[config.mk]
export PLATFORM = sky130hd
export DESIGN_NAME = srr_controller
export DESIGN_NICKNAME = d
export VERILOG_FILES = /design/src/hw/rtl/srr_pkg.sv /design/src/hw/rtl/srr_controller.sv
export SDC_FILE = /design/constraint.sdc
export NUM_CORES = 1
export LEC_CHECK = 0
export BUFFER_PORTS_ARGS = -buffer_cell sky130_fd_sc_hd__buf_2
export CORE_AREA = 2 2 39 41
export DETAILED_ROUTE_END_ITERATION = 8
export DIE_AREA = 0 0 41 43
export HOLD_SLACK_MARGIN = 0.03
export PLACE_DENSITY = 0.45
export SLEW_MARGIN = 20
export SYNTH_ARGS = -nofsm -noshare
export SYNTH_HDL_FRONTEND = slang
export SYNTH_SLANG_ARGS = --single-unit
[constraint.sdc]
create_clock -name clock -period 1.61 [get_ports clock]
set_input_delay 0.322 -clock clock [delete_from_list [all_inputs] [get_ports clock]]
set_output_delay 0.322 -clock clock [all_outputs]
set_load 0.02 [all_outputs]
[src/hw/rtl/srr_pkg.sv]
// ----------------------------------------------------------------------------
// srr_pkg
// Shared constants, controller/datapath handshake structs and checksum helpers
// for the selective repeat receiver.
// ----------------------------------------------------------------------------
package srr_pkg;

   localparam int DEF_WINDOW       = 8;
   localparam int DEF_PACKET_BYTES = 128;

   localparam int SEQ_W   = 24;
   localparam int CSUM_W  = 32;
   localparam int WORD_W  = 64;
   localparam int COUNT_W = 4;
   localparam int LEN_W   = 8;

   localparam logic CMD_WORD  = 1'b0;
   localparam logic CMD_DRAIN = 1'b1;

   localparam logic KIND_ACK     = 1'b0;
   localparam logic KIND_PAYLOAD = 1'b1;

   typedef struct packed {
      logic take_word;
      logic take_drain;
      logic finish;
      logic scan_clear;
      logic scan_end;
      logic load_ack;
      logic load_drain;
   } srr_cmd_type;

   typedef struct packed {
      logic pending;
      logic last_word;
      logic pkt_good;
      logic seq_next;
      logic scan_hit;
      logic out_free;
   } srr_status_type;

   function automatic logic [CSUM_W-1:0] srr_finish_sum(input logic [31:0] s);
      logic [16:0] a;
      logic [15:0] f;
      logic [15:0] c;
      a = 17'(s[15:0]) + 17'(s[31:16]);
      f = a[15:0] + 16'(a[16]);
      c = 16'hffff - f;
      return {{16{c[15]}}, c};
   endfunction

   function automatic logic [CSUM_W-1:0] srr_ack_csum(input logic [SEQ_W-1:0] ack);
      logic [31:0] s;
      s = 32'({ack[15:8], ack[23:16]}) + 32'(ack[7:0]);
      return srr_finish_sum(s);
   endfunction

endpackage

[src/hw/rtl/srr_controller.sv]
// ----------------------------------------------------------------------------
// srr_controller
// Sequencer for word intake, packet finish, release scan and response loads.
// ----------------------------------------------------------------------------
module srr_controller (
   input  logic                   clock,
   input  logic                   reset,
   input  logic                   req_valid,
   input  logic                   req_command,
   output logic                   req_ready,
   input  srr_pkg::srr_status_type status,
   output srr_pkg::srr_cmd_type    cmd
);
   import srr_pkg::*;

   localparam logic [2:0] ST_IDLE   = 3'd0;
   localparam logic [2:0] ST_FINISH = 3'd1;
   localparam logic [2:0] ST_SCAN   = 3'd2;
   localparam logic [2:0] ST_ACK    = 3'd3;
   localparam logic [2:0] ST_DRAIN  = 3'd4;

   logic [2:0] state_ff, state_in;

   assign req_ready = (state_ff == ST_IDLE);

   always_comb begin
      state_in = state_ff;
      cmd      = '0;
      case (state_ff)
         ST_IDLE: begin
            if (req_valid) begin
               if (req_command == CMD_DRAIN) begin
                  if (status.pending) begin
                     cmd.take_drain = 1'b1;
                     state_in       = ST_DRAIN;
                  end
               end else if (!status.pending) begin
                  cmd.take_word = 1'b1;
                  if (status.last_word) begin
                     state_in = ST_FINISH;
                  end
               end
            end
         end
         ST_FINISH: begin
            cmd.finish = 1'b1;
            if (!status.pkt_good) begin
               state_in = ST_IDLE;
            end else if (status.seq_next) begin
               state_in = ST_SCAN;
            end else begin
               state_in = ST_ACK;
            end
         end
         ST_SCAN: begin
            if (status.scan_hit) begin
               cmd.scan_clear = 1'b1;
            end else begin
               cmd.scan_end = 1'b1;
               state_in     = ST_ACK;
            end
         end
         ST_ACK: begin
            if (status.out_free) begin
               cmd.load_ack = 1'b1;
               state_in     = ST_IDLE;
            end
         end
         ST_DRAIN: begin
            if (status.out_free) begin
               cmd.load_drain = 1'b1;
               state_in       = ST_IDLE;
            end
         end
         default: begin
            state_in = ST_IDLE;
         end
      endcase
   end

   always_ff @(posedge clock) begin
      if (reset) begin
         state_ff <= ST_IDLE;
      end else begin
         state_ff <= state_in;
      end
   end

endmodule

; ---- Word level (Yosys, flattened, before mapping)
; Cells that the tools add are included.
[word_totals]
romBits = 0
in_bits = 10
memories = 0
regBits = 3
latchBits = 0
ramBits = 0
[op_classes]
addsub = 0
div_mod_pow = 0
eq_ne = 10
n_lt_le_gt_ge = 0
n_bitwise = 0
n_mul = 0
n_shift = 0
mux = 23
reduce_logical = 3
[op_table]
columns = operator, n
row1 = 2-to-1 mux 3 bit, 8
row2 = one-hot mux 3 bit (4 select lines), 1
row3 = 2-to-1 mux 1 bit, 11
row4 = == test 3 x 2 -> 1 bit (second input constant), 2
row5 = 2-to-1 mux 2 bit, 3
row6 = != test 3 x 2 -> 1 bit (second input constant), 2
row7 = AND reduction 6 bit, 1
row8 = != test 2 bit (second input constant), 2
row9 = == test 3 x 1 -> 1 bit (second input constant), 1
row10 = == test 3 bit (second input constant), 1
row11 = logical NOT 3 bit, 1
row12 = != test 3 bit (second input constant), 1
row13 = != test 2 x 1 -> 1 bit (second input constant), 1
row14 = OR reduction 2 bit, 1

; ---- Longest topological paths before layout
[depth]
word_depth = 5
ltp_mapped = 5
ltp_nobuf = 4

; ---- Worst setup path before layout
; No wires, ideal clock.
[synth_path]
path_type = reg2out
start = register state_ff[0]
end = output cmd[6] (netlist name)
setup_slack_ns = -0.116
path_buffers = 1
t_arrival_ns = 1.404
stages_incl_launch_ff = 4
cell_sequence = dfxtp_1 > buf_4 > nor3_1 > and3_1
[synth_lines]
columns = element, line_no
row1 = "start, declared", srr_controller.sv:22  ; logic [2:0] state_ff, state_in;
row2 = "start signal, assigned", srr_controller.sv:85  ; state_ff <= state_in;
row3 = "end, declared", srr_controller.sv:12  ; output srr_pkg::srr_cmd_type cmd

==> flow_summary.ini <==
[status]
status = completed

[placement]
dp_hpwl_um = 640
place_area_um2 = 414
place_congestion = 0.714
portBuffers = 17

[clock_tree]
cts_sinks = 3
htreeDepth = 1
cts_buffer_depth = 2
clock_latency_ns = 0.23
cts.clk_slew.worst_paths_ns = 0.03
postCtsSetupRepairBufs = 0
tritoncts = done
clockRootBuffer = clkbuf_4
cts_buffers = 3

[critical_path]
crit_family = simple AND/OR/NAND/NOR gates
cp-end-kind = primary output
start_kind = flop
cp-startpoint = state_ff[0]
cp_cell_sequence = buf_6 -> nor3_4 -> and3_1 -> buf_4
rrSetupSlack_ns = 0.35
crit_end = cmd[6]
crit_slowest_cell = dfxtp_1
critical_path_class = flop to primary output
r2r_end = state_ff[0]
cp.depth = 4
r2r_start = state_ff[1]
max_stage_delay_ns = 0.32
reg2regPathDepth = 4
cp.buffers_inverters = 2
required_ns = 1.29
crit_arrival_ns = 1.20
worstPathMaxFanout = 10

[route]
vias = 345
vias_per_cell = 4.60
drc = 0
routed_wl_um = 817
first_pass_iters = 3
drtIter0Drc = 7
ant_nets = 0
wl_per_cell_um = 10.9

[power]
power_frac_clock = 0.445
intPower_mw = 0.208
total_power_mw = 0.289
combPwrFrac = 0.273
vdd_drop_max_mv = 0.232
p_leak_nw = 0.212
p_seq_frac = 0.283
power_density_mw_per_mm2 = 626
swShare = 0.280
power.switching_mw = 0.0808

[synth]
synthesis.instances = 38
avgSynthCellArea_um2 = 8.10
yosys_register_bits = 3
yosysSeqAreaShare = 0.195
yosysWarnings = 0
netlist_area_um2 = 308
synth_cell_types = 23
synth_nets = 48

[global_route]
overflow = 0
grt_pass1_vias = 283
antenna_found_initial = 0
grt_max_degree = 15
grt_pass1_wl_mm = 1.13
gr-usage-all-layers = 0.100

[timing]
worst_pin_slew_ns = 0.294
skew_ns = 0.000493
period_share = 0.942
clock.fmax_ghz = 0.659
hold_viol_final = 0
post-route-min-period_ns = 1.52
setup_violations = 0
drv_slew = 0
timing.slew.headroom = 0.803

[floorplanning]
initial_core_util = 0.222
io_pins = 18
coreArea_mm2 = 0.00138
dieHeight_um = 43
die_area_mm2 = 0.00176
rows = 14
die_w_um = 41

[finish]
largest-register = state_ff
finalInstanceArea_um2 = 462
multi_input_area_um2 = 248
mostFrequentLayoutCell = buf_2
largest_reg_flops = 3
post-route-util = 0.334
n_fill_cell = 157
area_delta_synth_final_pct = 50.0
nets = 70
regArea_um2 = 61.3
drive_gt1_frac = 0.525
antenna_cells = 0
reg_top3 = state_ff x3
layout_common_cells = buf_2 (16), nand2_1 (5), nor2_1 (4)

[hold_path]
hold_path.class = input pin to flop

[job]
cap_violations = 0
synth_stat cells:
master | number | area share
o21ba_2 | 1 | 0.033
nor2b_1 | 1 | 0.020
nand3_1 | 1 | 0.016
a2111oi_4 | 1 | 0.089
and3_1 | 3 | 0.061
o21ai_1 | 1 | 0.016
buf_4 | 1 | 0.024
and4bb_2 | 1 | 0.041
and2b_1 | 1 | 0.024
or2b_1 | 1 | 0.024
and3b_1 | 1 | 0.028
nor3b_1 | 1 | 0.024
dfxtp_1 | 3 | 0.20
buf_6 | 1 | 0.037
nor4b_1 | 1 | 0.028
nor2_1 | 5 | 0.061
nand2b_1 | 3 | 0.061
nand2_1 | 5 | 0.061
a21oi_1 | 1 | 0.016
o22ai_2 | 1 | 0.041
nor3b_2 | 1 | 0.041
a22oi_1 | 1 | 0.024
nor3_1 | 2 | 0.033
power by group through the flow:
stage          Sequential, mW  Combinational, mW  Clock, mW
3_5_place_dp           0.0819             0.0746          0
3_3_place_gp           0.0820             0.0743          0
5_1_grt                0.0822             0.0863      0.147
6_report               0.0817             0.0788      0.129
4_1_cts                0.0809             0.0757      0.135
2_1_floorplan          0.0813             0.0465          0
worst min-delay path by stage:
stage | depth (start not counted) | start | endpoint
floorplan | 1 | reset | state_ff[1]
global placement | 2 | reset | state_ff[1]
detailed placement | 2 | reset | state_ff[1]
CTS | 2 | reset | state_ff[1]
global route | 2 | reset | state_ff[1]
finish | 2 | reset | state_ff[1]
through the flow:
step	hold slack [ns]	instances	setup WS [ns]	TNS [ns]
after floorplan	0.399	38	0.106	0
after global placement	0.573	71	0.209	0
after detailed placement	0.577	71	0.220	0
after CTS	0.336	75	0.0221	0
after global routing	0.334	75	-0.000915	-0.000915
final	0.337	75	0.0927	0
timing repair:
| item | CTS | global route |
|---|---|---|
| hold buffers | 0 | 0 |
| endpoints found under the hold margin | 0 | 0 |
| resized for setup | 1 | 5 |
| setup endpoints to repair | 1 | 5 |
worst reg2reg max path, cell delays in order (launching register included):
cell and delay [ns]:
dfxtp_2 0.39, nor2b_1 0.20, a2111oi_4 0.33, o21ai_1 0.12, o22ai_2 0.14
layer usage:
metal	track usage	share of wire	up-vias
met3	0.0471	0.065	0
met2	0.153	0.49	15
met1	0.105	0.45	150
met4	0.0600	0	0
met5	0	0	-
li1	-	-	180
cell type report:
type,count,area share
Clock buffer,4,0.0569
Timing Repair Buffer,19,0.230
Tap cell,16,0.0434
Multi-Input combinational cell,33,0.537
Sequential cell,3,0.133
logic make-up (layout without fill, tap and decap cells):
logic type / after synthesis / after routing / share of synthesized area
AND/OR/NAND/NOR: 27 / 27 / 0.524
buffers and inverters: 2 / 23 / 0.0610
flip-flops: 3 / 3 / 0.195
AO/OA/AOI/OAI: 6 / 6 / 0.219
Note: power is estimated with default switching activity, not from simulation.
